**config.mk**
```make
export PLATFORM = sky130hd
export DESIGN_NAME = relay_command_frame_builder
export DESIGN_NICKNAME = d
export VERILOG_FILES = /design/src/design/rcfb_pkg.sv /design/src/design/relay_command_frame_builder.sv /design/src/design/rcfb_front.sv /design/src/design/rcfb_queue.sv /design/src/design/rcfb_back.sv
export SDC_FILE = /design/constraint.sdc
export NUM_CORES = 1
export LEC_CHECK = 0
export BUFFER_PORTS_ARGS = -buffer_cell sky130_fd_sc_hd__buf_2
export CORE_ASPECT_RATIO = 0.6
export CORE_MARGIN = 2
export CORE_UTILIZATION = 40
export CTS_BUF_LIST = sky130_fd_sc_hd__clkbuf_2 sky130_fd_sc_hd__clkbuf_4 sky130_fd_sc_hd__clkbuf_8
export DETAILED_ROUTE_END_ITERATION = 10
export PLACE_DENSITY = 0.64
export SLEW_MARGIN = 20
export SYNTH_ARGS = -nofsm -noshare
export SYNTH_HDL_FRONTEND = slang
export SYNTH_SLANG_ARGS = --single-unit
```
**constraint.sdc**
```tcl
create_clock -name clock -period 9.6 [get_ports clock]
set_clock_uncertainty 0.1 [all_clocks]
set_input_delay 0.96 -clock clock [delete_from_list [all_inputs] [get_ports clock]]
set_output_delay 0.96 -clock clock [all_outputs]
set_load 0.1 [all_outputs]
```
**src/design/rcfb_pkg.sv**
```systemverilog
`default_nettype none

package rcfb_pkg;

   // Field codes
   localparam logic [1:0] KIND_METER = 2'd0;
   localparam logic [1:0] KIND_RELAY = 2'd1;
   localparam logic [1:0] STATE_OFF  = 2'd0;
   localparam logic [1:0] STATE_ON   = 2'd1;

   typedef enum logic [2:0] {
      ERR_NONE   = 3'd0,
      ERR_KIND   = 3'd1,
      ERR_STATE  = 3'd2,
      ERR_ADDR   = 3'd3,
      ERR_TARGET = 3'd4
   } err_type;

   // CSR indexes
   localparam int unsigned CSR_IDX_W = 3;
   localparam logic [CSR_IDX_W-1:0] CSR_MAGIC_FIRST     = 3'd0;
   localparam logic [CSR_IDX_W-1:0] CSR_MAGIC_SECOND    = 3'd1;
   localparam logic [CSR_IDX_W-1:0] CSR_FRAME_VERSION   = 3'd2;
   localparam logic [CSR_IDX_W-1:0] CSR_DATA_FRAME_TYPE = 3'd3;
   localparam logic [CSR_IDX_W-1:0] CSR_SENDER_ROLE     = 3'd4;

   // Frame layout
   localparam logic [4:0] HDR_LEN     = 5'd13;
   localparam logic [4:0] METER_TOTAL = 5'd24;
   localparam logic [4:0] RELAY_TOTAL = 5'd21;
   localparam logic [7:0] METER_PLEN  = 8'd11;
   localparam logic [7:0] RELAY_PLEN  = 8'd8;

   // Modbus RTU constants
   localparam logic [7:0]  FC_WRITE_REGS = 8'h10;
   localparam logic [7:0]  FC_WRITE_COIL = 8'h05;
   localparam logic [7:0]  REG_ADDR_LO   = 8'h10;
   localparam logic [7:0]  REG_COUNT     = 8'h01;
   localparam logic [7:0]  BYTE_COUNT    = 8'h02;
   localparam logic [15:0] METER_OFF_VAL = 16'hAAAA;
   localparam logic [15:0] METER_ON_VAL  = 16'h5555;
   localparam logic [15:0] COIL_OFF_VAL  = 16'h0000;
   localparam logic [15:0] COIL_ON_VAL   = 16'hFF00;
   localparam logic [15:0] CRC_INIT      = 16'hFFFF;
   localparam logic [15:0] CRC_POLY      = 16'hA001;

   typedef struct packed {
      logic [1:0]  device_kind;
      logic [7:0]  bus_address;
      logic [7:0]  station_number;
      logic [15:0] target_node;
      logic [1:0]  switch_state;
      logic [7:0]  coil_channel;
      logic [15:0] sequence_number;
      logic [15:0] root_node;
   } req_type;

   typedef struct packed {
      logic [7:0]  out_byte;
      logic        last;
      logic [2:0]  error_code;
      logic [15:0] root_out;
      logic [15:0] target_out;
   } rsp_type;

   // Classified command handed from front to back
   typedef struct packed {
      err_type     err;
      logic        relay;
      logic        on;
      logic [7:0]  addr;
      logic [7:0]  chan;
      logic [15:0] target;
      logic [15:0] seq;
      logic [15:0] root;
   } desc_type;

   typedef struct packed {
      logic [7:0] magic_first;
      logic [7:0] magic_second;
      logic [7:0] frame_version;
      logic [7:0] data_frame_type;
      logic [7:0] sender_role;
   } hdr_cfg_type;

   // One byte of CRC-16/MODBUS, reflected
   function automatic logic [15:0] crc_byte(input logic [15:0] crc, input logic [7:0] data);
      logic [15:0] c;
      c = crc ^ {8'h00, data};
      for (int b = 0; b < 8; b++) begin
         c = c[0] ? ((c >> 1) ^ CRC_POLY) : (c >> 1);
      end
      return c;
   endfunction

endpackage

`default_nettype wire

```
**src/design/relay_command_frame_builder.sv**
```systemverilog
// Relay command frame builder.
// req_ channel: one switch command word per push, taken when req_push is
//   high and req_full is low. Commands are checked on entry and parked in
//   a short queue, so a new one can be pushed while a frame is still going out.
// rsp_ channel: one frame byte per word, oldest on rsp_data while rsp_empty
//   is low, taken on rsp_pop. A good command gives 24 words (meter) or 21
//   (relay), last set on the final one; a rejected command gives one word
//   carrying the error code.
// csr_ channel: header bytes, index 0..4, always ready; other indexes ignored.
//   Write only while the block is idle.
// Path: a command passes the queue, the back-end command register and the
//   output register before its first word shows. Throughput: one output word per
//   cycle while rsp_pop is high and commands wait, set by the back-end byte
//   sequencer and the byte-wide output register. CRC-16 is folded in one byte per cycle as the payload goes out.
// Reset: queue and output register empty, header registers zero.
// Stall: when rsp_pop stays low the sequencer holds; the queue fills and
//   req_full rises once QUEUE_DEPTH commands wait.
`default_nettype none

module relay_command_frame_builder
   import rcfb_pkg::*;
#(
   parameter int unsigned QUEUE_DEPTH = 2
) (
   input  logic                 clock,
   input  logic                 reset,
   input  logic                 req_push,
   output logic                 req_full,
   input  req_type              req_data,
   output logic                 rsp_empty,
   input  logic                 rsp_pop,
   output rsp_type              rsp_data,
   input  logic                 csr_valid,
   output logic                 csr_ready,
   input  logic [CSR_IDX_W-1:0] csr_index,
   input  logic [7:0]           csr_data
);

   hdr_cfg_type hdr_ff, hdr_in;
   desc_type    front_desc;
   desc_type    q_data;
   logic        q_valid;
   logic        q_pop;

   assign csr_ready = 1'b1;

   // header register file
   always_comb begin
      hdr_in = hdr_ff;
      if (csr_valid && csr_ready) begin
         unique case (csr_index)
            CSR_MAGIC_FIRST:     hdr_in.magic_first     = csr_data;
            CSR_MAGIC_SECOND:    hdr_in.magic_second    = csr_data;
            CSR_FRAME_VERSION:   hdr_in.frame_version   = csr_data;
            CSR_DATA_FRAME_TYPE: hdr_in.data_frame_type = csr_data;
            CSR_SENDER_ROLE:     hdr_in.sender_role     = csr_data;
            default:             hdr_in = hdr_ff;
         endcase
      end
   end

   always_ff @(posedge clock) begin
      if (reset) begin
         hdr_ff <= '0;
      end else begin
         hdr_ff <= hdr_in;
      end
   end

   // front: classify
   rcfb_front u_front (
      .req  (req_data),
      .desc (front_desc)
   );

   // decoupling queue
   rcfb_queue #(
      .DEPTH (QUEUE_DEPTH)
   ) u_queue (
      .clock     (clock),
      .reset     (reset),
      .push      (req_push),
      .push_data (front_desc),
      .full      (req_full),
      .pop       (q_pop),
      .valid     (q_valid),
      .pop_data  (q_data)
   );

   // back: byte sequencer, CRC, output register
   rcfb_back u_back (
      .clock     (clock),
      .reset     (reset),
      .hdr       (hdr_ff),
      .q_valid   (q_valid),
      .q_data    (q_data),
      .q_pop     (q_pop),
      .rsp_empty (rsp_empty),
      .rsp_pop   (rsp_pop),
      .rsp_data  (rsp_data)
   );

endmodule

`default_nettype wire

```
**src/design/rcfb_front.sv**
```systemverilog
`default_nettype none

module rcfb_front
   import rcfb_pkg::*;
(
   input  req_type  req,
   output desc_type desc
);

   logic [7:0] addr;

   assign addr = (req.bus_address != 8'd0) ? req.bus_address : req.station_number;

   always_comb begin
      desc.relay  = (req.device_kind == KIND_RELAY);
      desc.on     = (req.switch_state == STATE_ON);
      desc.addr   = addr;
      desc.chan   = req.coil_channel;
      desc.target = req.target_node;
      desc.seq    = req.sequence_number;
      desc.root   = req.root_node;
      // check order: kind, state, address, target
      priority if (req.device_kind != KIND_METER && req.device_kind != KIND_RELAY) begin
         desc.err = ERR_KIND;
      end else if (req.switch_state != STATE_OFF && req.switch_state != STATE_ON) begin
         desc.err = ERR_STATE;
      end else if (addr == 8'd0) begin
         desc.err = ERR_ADDR;
      end else if (req.target_node == 16'd0) begin
         desc.err = ERR_TARGET;
      end else begin
         desc.err = ERR_NONE;
      end
   end

endmodule

`default_nettype wire

```
**src/design/rcfb_queue.sv**
```systemverilog
`default_nettype none

module rcfb_queue
   import rcfb_pkg::*;
#(
   parameter int unsigned DEPTH = 2
) (
   input  logic     clock,
   input  logic     reset,
   input  logic     push,
   input  desc_type push_data,
   output logic     full,
   input  logic     pop,
   output logic     valid,
   output desc_type pop_data
);

   localparam int unsigned PTR_W = $clog2(DEPTH);
   localparam int unsigned CNT_W = $clog2(DEPTH + 1);

   desc_type           mem_ff [DEPTH];
   logic [PTR_W-1:0]   wr_ptr_ff, wr_ptr_in;
   logic [PTR_W-1:0]   rd_ptr_ff, rd_ptr_in;
   logic [CNT_W-1:0]   count_ff, count_in;
   logic               do_push, do_pop;

   assign full     = (count_ff == CNT_W'(DEPTH));
   assign valid    = (count_ff != '0);
   assign do_push  = push && !full;
   assign do_pop   = pop && valid;
   assign pop_data = mem_ff[rd_ptr_ff];

   always_comb begin
      wr_ptr_in = wr_ptr_ff;
      rd_ptr_in = rd_ptr_ff;
      count_in  = count_ff;
      if (do_push) begin
         wr_ptr_in = (wr_ptr_ff == PTR_W'(DEPTH - 1)) ? '0 : wr_ptr_ff + 1'b1;
      end
      if (do_pop) begin
         rd_ptr_in = (rd_ptr_ff == PTR_W'(DEPTH - 1)) ? '0 : rd_ptr_ff + 1'b1;
      end
      if (do_push && !do_pop) begin
         count_in = count_ff + 1'b1;
      end else if (do_pop && !do_push) begin
         count_in = count_ff - 1'b1;
      end
   end

   always_ff @(posedge clock) begin
      if (reset) begin
         wr_ptr_ff <= '0;
         rd_ptr_ff <= '0;
         count_ff  <= '0;
      end else begin
         wr_ptr_ff <= wr_ptr_in;
         rd_ptr_ff <= rd_ptr_in;
         count_ff  <= count_in;
      end
   end

   always_ff @(posedge clock) begin
      if (do_push) begin
         mem_ff[wr_ptr_ff] <= push_data;
      end
   end

endmodule

`default_nettype wire

```
**src/design/rcfb_back.sv**
```systemverilog
`default_nettype none

module rcfb_back
   import rcfb_pkg::*;
(
   input  logic        clock,
   input  logic        reset,
   input  hdr_cfg_type hdr,
   input  logic        q_valid,
   input  desc_type    q_data,
   output logic        q_pop,
   output logic        rsp_empty,
   input  logic        rsp_pop,
   output rsp_type     rsp_data
);

   logic        busy_ff, busy_in;
   desc_type    desc_ff, desc_in;
   logic [4:0]  idx_ff, idx_in;
   logic [15:0] crc_ff, crc_in;
   logic        rsp_valid_ff, rsp_valid_in;
   rsp_type     rsp_ff, rsp_in;

   logic        adv;
   logic        is_last;
   logic        crc_upd;
   logic [7:0]  cur_byte;
   logic [7:0]  meter_val;
   logic [7:0]  coil_hi;

   assign adv       = busy_ff && (!rsp_valid_ff || rsp_pop);
   assign q_pop     = q_valid && (!busy_ff || (adv && is_last));
   assign rsp_empty = !rsp_valid_ff;
   assign rsp_data  = rsp_ff;

   assign meter_val = desc_ff.on ? METER_ON_VAL[7:0] : METER_OFF_VAL[7:0];
   assign coil_hi   = desc_ff.on ? COIL_ON_VAL[15:8] : COIL_OFF_VAL[15:8];

   assign is_last = (desc_ff.err != ERR_NONE) ||
                    (idx_ff == (desc_ff.relay ? RELAY_TOTAL : METER_TOTAL) - 5'd1);

   // byte at current position; crc_upd marks RTU data bytes
   always_comb begin
      cur_byte = 8'h00;
      crc_upd  = 1'b0;
      unique case (idx_ff)
         5'd0:  cur_byte = hdr.magic_first;
         5'd1:  cur_byte = hdr.magic_second;
         5'd2:  cur_byte = hdr.frame_version;
         5'd3:  cur_byte = hdr.data_frame_type;
         5'd4:  cur_byte = hdr.sender_role;
         5'd7:  cur_byte = desc_ff.target[7:0];
         5'd8:  cur_byte = desc_ff.target[15:8];
         5'd9:  cur_byte = desc_ff.seq[7:0];
         5'd10: cur_byte = desc_ff.seq[15:8];
         5'd11: cur_byte = desc_ff.relay ? RELAY_PLEN : METER_PLEN;
         HDR_LEN: begin
            cur_byte = desc_ff.addr;
            crc_upd  = 1'b1;
         end
         default: begin
            if (desc_ff.relay) begin
               unique case (idx_ff)
                  5'd14: begin cur_byte = FC_WRITE_COIL; crc_upd = 1'b1; end
                  5'd15: begin cur_byte = 8'h00;         crc_upd = 1'b1; end
                  5'd16: begin cur_byte = desc_ff.chan;  crc_upd = 1'b1; end
                  5'd17: begin cur_byte = coil_hi;       crc_upd = 1'b1; end
                  5'd18: begin cur_byte = 8'h00;         crc_upd = 1'b1; end
                  5'd19: cur_byte = crc_ff[7:0];
                  5'd20: cur_byte = crc_ff[15:8];
                  default: cur_byte = 8'h00;
               endcase
            end else begin
               unique case (idx_ff)
                  5'd14: begin cur_byte = FC_WRITE_REGS; crc_upd = 1'b1; end
                  5'd15: begin cur_byte = 8'h00;         crc_upd = 1'b1; end
                  5'd16: begin cur_byte = REG_ADDR_LO;   crc_upd = 1'b1; end
                  5'd17: begin cur_byte = 8'h00;         crc_upd = 1'b1; end
                  5'd18: begin cur_byte = REG_COUNT;     crc_upd = 1'b1; end
                  5'd19: begin cur_byte = BYTE_COUNT;    crc_upd = 1'b1; end
                  5'd20: begin cur_byte = meter_val;     crc_upd = 1'b1; end
                  5'd21: begin cur_byte = meter_val;     crc_upd = 1'b1; end
                  5'd22: cur_byte = crc_ff[7:0];
                  5'd23: cur_byte = crc_ff[15:8];
                  default: cur_byte = 8'h00;
               endcase
            end
         end
      endcase
   end

   always_comb begin
      busy_in      = busy_ff;
      desc_in      = desc_ff;
      idx_in       = idx_ff;
      crc_in       = crc_ff;
      rsp_valid_in = rsp_valid_ff;
      rsp_in       = rsp_ff;

      if (adv) begin
         rsp_valid_in = 1'b1;
         if (desc_ff.err != ERR_NONE) begin
            rsp_in.out_byte   = 8'h00;
            rsp_in.target_out = 16'd0;
         end else begin
            rsp_in.out_byte   = cur_byte;
            rsp_in.target_out = desc_ff.target;
         end
         rsp_in.last       = is_last;
         rsp_in.error_code = desc_ff.err;
         rsp_in.root_out   = desc_ff.root;
         idx_in            = idx_ff + 5'd1;
         if (crc_upd) begin
            crc_in = crc_byte(crc_ff, cur_byte);
         end
         if (is_last) begin
            busy_in = 1'b0;
         end
      end else if (rsp_pop) begin
         rsp_valid_in = 1'b0;
      end

      if (q_pop) begin
         busy_in = 1'b1;
         desc_in = q_data;
         idx_in  = 5'd0;
         crc_in  = CRC_INIT;
      end
   end

   always_ff @(posedge clock) begin
      if (reset) begin
         busy_ff      <= 1'b0;
         rsp_valid_ff <= 1'b0;
      end else begin
         busy_ff      <= busy_in;
         rsp_valid_ff <= rsp_valid_in;
      end
   end

   always_ff @(posedge clock) begin
      desc_ff <= desc_in;
      idx_ff  <= idx_in;
      crc_ff  <= crc_in;
      rsp_ff  <= rsp_in;
   end

endmodule

`default_nettype wire

```
==> summary.md, run 1 <==
| Metric | Value |
|---|---|
| Required time of the critical path | `10.02 ns` |
| Nets | `~1.2k` |
| Reg power frac | `44.3%` |
| Routed Wire Length | `32630 um` |
| Largest net degree at the start of global routing | `79` |
| Clock Pin Slew Worst Setup and Hold Paths | `around 0.060 ns` |
| Clock sinks | `318` |
| FF-to-FF setup slack | `5.42 ns` |
| Die Area | `between 0.03 and 0.04 sq mm` |
| Post-route setup slack | `between 5 and 6 ns` |
| Pre-antenna DRT Iters | `6` |
| Yosys reg bits | `318` |
| Share of the synthesized area in the top cell type | `58.16%` |
| Synth cell types | `between 70 and 80` |
| All-layer global routing usage | `19.27%` |
| Post-synthesis sequential area ratio | `68.51%` |
| Int Power | `2926 uW` |
| RSZ-0062 raised after global routing | `no` |
| Crit. End Element | `register` |
| Lkg Pwr | `0.005344 uW` |
| CTS tree | `done` |
| Top-count cell post-synth | `edfxtp_1` |
| Global-route wire length before repair | `between 40000 and 50000 um` |
| Final worst path period need | `4.183 ns` |
| Setup violations, final | `0` |
| Clock Tree Buf Depth | `3` |
| Gr ovfl total | `0` |
| Vias/cell | `5.400` |
| Tcrit/Tclk final | `43.57%` |
| Fmax | `between 200 and 250 MHz` |
| Postcts setup bufs | `0` |
| Buffers on Ports | `137` |
| NetSw | `1754 uW` |
| Commonest cells in the netlist | `251 x edfxtp_1, 99 x nand2_1, 78 x mux2_2, 67 x dfxtp_1, 53 x a21oi_1` |
| Row Count | `50` |
| DRC | `0` |
| R2R Path End | `u_back.crc_ff[14]` |
| 1st-iter DRT viols | `around 800` |
| Die X | `~240 um` |
| Initial Util | `41.10%` |
| Post-CTS Resized | `0` |
| Pwr per Cell Area | `311.9 mW/mm^2` |
| Hold path depth | `0` |
| Antenna violations before repair | `2` |
| Leading area contributor after synthesis | `edfxtp_1` |
| Avg WL per Cell | `21.27 um` |
| CP Launch Point | `u_back.idx_ff[1]` |
| Synth Flop Type | `edfxtp_1` |
| Area Overhead vs Synth | `15.82%` |
| Worst-Margin Slew | `0.9411 ns` |
| VDD IR max | `0.1317 mV` |
| Post-synth EDFFs | `251` |
| Outcome | `complete, no violations` |
| Ports | `around 140` |
| RePlAce Congestion | `between 0.9 and 1` |
| Layout cells sized above 1 | `between 20% and 30%` |
| DRT antenna net count | `0` |
| Syn Inst Count | `936` |
| CP Class | `register to register` |
| Startpoint types | `register` |
| Mapped Nets | `1033` |
| Dpl ws | `5.612 ns` |
| H-tree Lvls | `2` |
| Final Hold Vio Count | `0` |
| Num CTS Buffers | `46` |
| Sw frac | `37.48%` |
| Overall power | `4680 uW` |
| Vias | `a little over 8k` |
| Setup TNS | `0 ns` |
| Crit path DAT | `4.60 ns` |
| Clock power share | `23.8%` |
| Synth warnings | `0` |
| Slew margin rel. | `35.64%` |
| Vias in the first global route | `8014` |
| Async SR Flop Fraction | `0%` |
| Synthesized area | `0.01296 sq mm` |
| R2r startpoint | `u_back.idx_ff[1]` |
| Clock Root Buffer | `clkbuf_8` |
| Gate power share | `31.9%` |
| Largest cells by area after synthesis | `edfxtp_1 58%, dfxtp_1 10%, mux2_2 6.8%` |
| Syn Area/Cell | `between 10 and 15 sq um` |
| Hold crit path type | `register to register` |
| Max Slew Vio Count | `0` |
| R2R depth | `12` |
| Die H | `143.4 um` |
| Clk Latency, worst-skew pair | `roughly 0.59 ns` |
| Worst Min Path Start | `u_back.desc_ff[8]` |
| Hold-fix buffers at CTS | `0` |
| MaxCap Viol Count | `0` |
| DP Wirelength | `21600 um` |
| Core area | `0.03153 sq mm` |
| Fillers | `2871` |
| Worst-path maximum fanout | `36` |
| Hold path endpoint | `u_back.rsp_data[24]` |
-- cells in the final DEF (no fill, tap or decap), types with 7 or more instances in the layout --
| master | Yosys | routed |
|---|---|---|
| buf_4 | 2 | 12 |
| nor2_1 | 45 | 44 |
| nor2b_1 | 8 | 7 |
| mux2_2 | 78 | 78 |
| clkbuf_8 | 0 | 49 |
| nand3b_1 | 7 | 7 |
| a21o_1 | 8 | 8 |
| o21ai_0 | 19 | 19 |
| xnor2_1 | 13 | 13 |
| and2_1 | 22 | 22 |
| clkinv_2 | 0 | 7 |
| mux2i_1 | 16 | 16 |
| o211ai_1 | 8 | 8 |
| clkbuf_4 | 0 | 18 |
| inv_1 | 8 | 8 |
| dfxtp_1 | 67 | 65 |
| clkinv_1 | 1 | 7 |
| a22oi_1 | 8 | 8 |
| or4_1 | 7 | 7 |
| nand4_1 | 16 | 16 |
| nand2_1 | 99 | 99 |
| a21oi_1 | 53 | 53 |
| a22o_1 | 9 | 9 |
| xor2_1 | 13 | 13 |
| o31ai_1 | 7 | 7 |
| nand3_1 | 22 | 22 |
| edfxtp_1 | 251 | 251 |
| buf_2 | 12 | 137 |
-- cell families after synthesis --
group,count (synthesis),synth area share [%]
DFF,318,68.51
and+or+nand+nor,266,10.18
AOI/OAI and AO/OA,159,8.275
muxes,96,8.217
buffers and inverters,62,2.114
xor gates and xnor gates,29,2.192
adders and majority gates,5,0.4828
other,1,0.02894
-- stage by stage --
step / cells / utilization, % / area [sq um] / hold slack, ns
6_report: 1534 / 47.60 / 15010 / 0.3163
5_1_grt: 1533 / 47.59 / 15010 / 0.3299
4_1_cts: 1533 / 47.57 / 15000 / 0.3182
3_5_place_dp: 1450 / 44.58 / 14060 / 0.3045
3_3_place_gp: 1450 / 44.58 / 14060 / 0.3011
2_1_floorplan: 936 / - / 12960 / 0.3003
-- layout make-up --
cell class / count / area (sq um) / share of cell area (%)
sequential: 318 / 8884 / 59.19
multi-input combinational: 556 / 3835 / 25.55
tap: 416 / 520.5 / 3.468
clock buffer: 67 / 809.5 / 5.394
inverter: 10 / 38.79 / 0.2584
timing repair buffer: 150 / 787.0 / 5.244
antenna: 1 / 2.502 / 0.01667
clock inverter: 16 / 131.4 / 0.8754
-- power groups by stage --
stage | Combinational [uW] | Clock, uW | Sequential (uW)
after floorplan | 788 | 0 | 2390
after global placement | 1480 | 0 | 2090
after detailed placement | 1490 | 0 | 2100
after CTS | 1500 | 1140 | 2070
after global routing | 1600 | 1210 | 2100
final | 1490 | 1110 | 2070
-- per-layer routing --
layer	vias up	GRT usage (%)	share of wire, %	routed length (um)
li1	3818	-	-	-
met4	2	4.963	2.0	645
met2	351	27.21	41	13370
met1	4052	27.70	46	15060
met5	-	2.597	0.37	121
met3	60	7.011	11	3437
-- critical path: stages, from the launching register on --
cell	delay [ns]
dfxtp_1	0.43
ha_1	0.18
buf_4	0.38
nor2b_1	0.24
o2111ai_1	0.18
o21a_2	0.25
a2111oi_0	0.76
a21oi_2	0.20
xor2_2	0.22
xor2_1	0.24
xnor3_2	0.51
or3_1	0.32
nand3_1	0.07
-- how the worst max path moves through the flow --
stage | slack [ns] | cells after the start | endpoint
floorplan | 5.07 | 2 | u_queue.mem_ff[0][0]
global placement | 5.58 | 12 | u_back.crc_ff[14]
detailed placement | 5.61 | 12 | u_back.crc_ff[14]
CTS | 5.56 | 12 | u_back.crc_ff[14]
global route | 5.12 | 12 | u_back.crc_ff[14]
finish | 5.42 | 12 | u_back.crc_ff[14]
-- registers in the layout, summed over array words and instances, names as in the netlist --
signal and flops:
hdr_ff 40, u_back.rsp_data 44, u_queue.count_ff 2, u_queue.mem_ff 138, u_queue.wr_ptr_ff 1, u_queue.rd_ptr_ff 1
u_back.busy_ff 1, u_back.crc_ff 16, u_back.rsp_valid_ff 1, u_back.idx_ff 5, u_back.desc_ff 69
(Power assumes the default switching activity.)
==> inputs of run 2 (changes only) <==
- ABC_AREA: default -> 1
- PLACE_DENSITY: 0.64 -> 0.66
- clock period: 9.6 -> 3.8 ns (I/O delays scaled with it)
==> run 2 against run 1 <==
Synthesized area is essentially flat. Total power grew to 2.5 times the previous value. Combinational power increased to 2.6 times the previous value. Sequential power grew to 2.5 times the previous value. Die area is essentially flat. Final cell count up 28%. Largest power group unchanged.
==> summary.md, run 2 <==
| Metric | Value |
|---|---|
| Outcome | `complete, no violations` |
| DRC | `0 (unchanged)` |
| Fin area | `0.01585 sq mm (+5.6%)` |
| Max reg flops | `138 (unchanged)` |
| Nets | `1598 (+36%)` |
| Die Area | `0.03393 sq mm (about the same)` |
| Dpl ws | `0.6604 ns (-4.952 ns)` |
| Final worst path period need | `3.231 ns (-0.9513 ns)` |
| Complex-gate fraction of the synthesized area | `5.007% (-3.3 points)` |
| Slew margin rel. | `32.14% (-3.5 points)` |
| H-tree Lvls | `2 (unchanged)` |
| CTS tree | `done` |
| Synth cell types | `37 (-51%)` |
| Share of the synthesized area in the top cell type | `58.12% (about the same)` |
| DP Wirelength | `23840 um (+10%)` |
| Setup violations, final | `0 (unchanged)` |
| Pwr per Cell Area | `748.5 mW/mm^2 (+140%)` |
| Area after DPL | `0.01424 sq mm (+1.3%)` |
| RePlAce Congestion | `0.9203 (-4.8%)` |
| Clock Pin Slew Worst Setup and Hold Paths | `0.07 ns (about the same)` |
| Core area | `0.03216 sq mm (+2.0%)` |
| Worst-path maximum fanout | `7 (-81%)` |
| Gr ovfl total | `0 (unchanged)` |
| Top-count cell post-synth | `nand2_1` |
| Clock Root Buffer | `clkbuf_8` |
| Required time of the critical path | `4.17 ns (-5.85 ns)` |
| Pre-antenna DRT Iters | `5 (-1)` |
| Clock Tree Buf Depth | `3 (unchanged)` |
| Post-synthesis sequential area ratio | `68.46% (about the same)` |
| Tcrit/Tclk final | `85.03% (+41 points)` |
| Yosys reg bits | `318 (unchanged)` |
| RSZ-0062 raised after global routing | `no` |
| Vias/cell | `4.922 (-8.8%)` |
| Synthesized area | `0.01297 sq mm (about the same)` |
| Area share of and/or/nand/nor cells after synthesis | `22.05% (+12 points)` |
| Vias in the first global route | `9191 (+15%)` |
| Worst-Margin Slew | `1.017 ns (+0.07578 ns)` |
| Mux contribution to synthesized area | `0% (-8.2 points)` |
| Largest net degree at the start of global routing | `82 (+3.8%)` |
| Post-route setup slack | `0.5687 ns (-4.849 ns)` |
| Commonest cells in the netlist | `497 x nand2_1, 251 x edfxtp_1, 95 x nor2_1, 81 x inv_1, 67 x dfxtp_1` |
| Syn Area/Cell | `10.26 sq um (-26%)` |
| Initial Util | `40.32% (-0.77 points)` |
| Ports | `139 (unchanged)` |
| DRT antenna net count | `0 (unchanged)` |
| Avg WL per Cell | `17.70 um (-17%)` |
| Setup TNS | `0 ns (unchanged)` |
| Synth Area in XOR/XNOR | `0.3377% (-1.9 points)` |
| Mapped Nets | `1361 (+32%)` |
| Routed Wire Length | `34700 um (+6.4%)` |
| Row Count | `51 (+2.0%)` |
| Layout cells sized above 1 | `17.38% (-12 points)` |
| Area Overhead vs Synth | `22.22%` |
| MaxCap Viol Count | `0 (unchanged)` |
| Buffers on Ports | `137 (unchanged)` |
| Startpoint types | `register` |
| Post-synth EDFFs | `251 (unchanged)` |
| Die X | `236.5 um (about the same)` |
| Overall power | `11860 uW (+150%)` |
| Clock sinks | `318 (unchanged)` |
| Syn Inst Count | `1264 (+35%)` |
| Fmax | `309.5 MHz (+29%)` |
| Vias | `9652 (+17%)` |
| Synth warnings | `0 (unchanged)` |
| Main combinational cell family by area after synthesis | `simple AND/OR/NAND/NOR gates` |
| CP Class | `register to register` |
| Antenna violations before repair | `2 (unchanged)` |
| Adder-Cell Fraction of Synth Area | `0.4824% (about the same)` |
| Lkg Pwr | `0.006530 uW (+22%)` |
| Largest cells by area after synthesis | `edfxtp_1 58%, nand2_1 14%, dfxtp_1 10%` |
| Leading area contributor after synthesis | `edfxtp_1` |
| Die H | `143.5 um (about the same)` |
| Postcts setup bufs | `0 (unchanged)` |
| Clk Latency, worst-skew pair | `0.59 ns (about the same)` |
| Num CTS Buffers | `46 (unchanged)` |
| Crit path DAT | `3.60 ns (-1.00 ns)` |
| Commonest cells after routing, fill and taps aside | `497 x nand2_1, 251 x edfxtp_1, 137 x buf_2` |
| Global-route wire length before repair | `53210 um (+9.0%)` |
| Fillers | `2963 (+3.2%)` |
| Crit. End Element | `register` |
| Most common cell after layout, fill and taps aside | `nand2_1` |
| All-layer global routing usage | `20.74% (+1.5 points)` |
| Hold crit path type | `input pin to register` |
| Final Hold Vio Count | `0 (unchanged)` |
| Largest register by flop count | `u_queue.mem_ff` |
| Max Slew Vio Count | `0 (unchanged)` |
| Async SR Flop Fraction | `0% (unchanged)` |
| VDD IR max | `0.4002 mV (+200%)` |
| Synth Flop Type | `edfxtp_1` |
| 1st-iter DRT viols | `968 (+21%)` |
==> run 2: cell types whose count changed in the layout (fill, tap and decap cells not counted), sizes merged, moves of 22 or more <==
cell,previous run,this run
and2,22,0
dlygate4sd3,0,66
inv,9,89
mux2,80,0
nand2,99,514
nand3,23,53
nor2,45,101
==> run 2: repair_timing <==
action	in CTS	in global routing
resized for setup	0	0
endpoints found under the hold margin	131	0
hold buffers	66	0
setup endpoints to repair	0	0
==> run 2: report_power, final <==
group	leakage [uW]	internal, uW	total, uW	switching [uW]
registers	0.00292	4910	5230	322
clock network	0.000499	1530	2830	1300
logic	0.00312	789	3810	3020
==> run 2: path summary, 6_finish.rpt <==
check                     startpoint                  end  slack (ns)  depth (start not counted)
hold / removal               rsp_pop  u_back.rsp_valid_ff        0.03                          3
setup reg to reg    u_back.idx_ff[0]     u_back.crc_ff[0]        0.57                         23
setup / recovery    u_back.idx_ff[0]     u_back.crc_ff[0]        0.57                         23
hold reg to reg   u_back.desc_ff[14]  u_back.rsp_data[30]        0.32                          0
==> run 2: cell families after synthesis <==
| group | after synthesis |
|---|---|
| compound gates | 112 |
| fa+ha+maj | 5 |
| other cells | 1 |
| flops | 318 |
| simple gates | 700 |
| buf+inv | 123 |
| xor+xnor | 5 |
==> run 2: metrics by stage <==
step / hold WS [ns] / instances / utilization [%]
6_report: 0.02882 / 1961 / 49.28
5_1_grt: 0.02324 / 1961 / 49.28
4_1_cts: 0.0004105 / 1960 / 49.28
3_5_place_dp: 0.3051 / 1811 / 44.29
3_3_place_gp: 0.3014 / 1811 / 44.29
2_1_floorplan: 0.3003 / 1264 / -
==> run 2: metal layers <==
| layer | vias up | track usage (%) | wire (um) |
|---|---|---|---|
| met5 | - | 0 | 13 |
| met4 | 2 | 5.263 | 588 |
| met3 | 48 | 6.262 | 3380 |
| met2 | 406 | 28.17 | 13610 |
| met1 | 4492 | 31.82 | 17100 |
| li1 | 4704 | - | - |
==> run 2: cell type report <==
cell class                      instances  area, sq um  share of cell area, %
Tap cell                              424        530.5                  3.347
Clock buffer                           64        774.5                  4.886
Inverter                               91        341.6                  2.155
Antenna cell                            1        2.502                0.01579
Sequential cell                       318         8880                  56.02
Timing Repair Buffer                  221         1519                  9.583
Clock inverter                         19        167.7                  1.058
Multi-Input combinational cell        823         3635                  22.93
==> run 2: critical path: stages, from the launching register on <==
cell	delay, ns
dfxtp_1	0.36
inv_1	0.12
ha_1	0.25
inv_1	0.11
nor2_1	0.20
nand2_1	0.15
inv_1	0.28
nand2_1	0.08
nand3_1	0.16
nor2_1	0.06
nand3_1	0.15
nand2_1	0.15
nand2_1	0.09
nand2_1	0.10
nand2_1	0.09
nand2_1	0.07
nand2_1	0.10
nand2_1	0.07
nand2_2	0.09
nand2_2	0.07
nand2_1	0.07
nand3_1	0.07
nand3_1	0.09
nand2_1	0.05
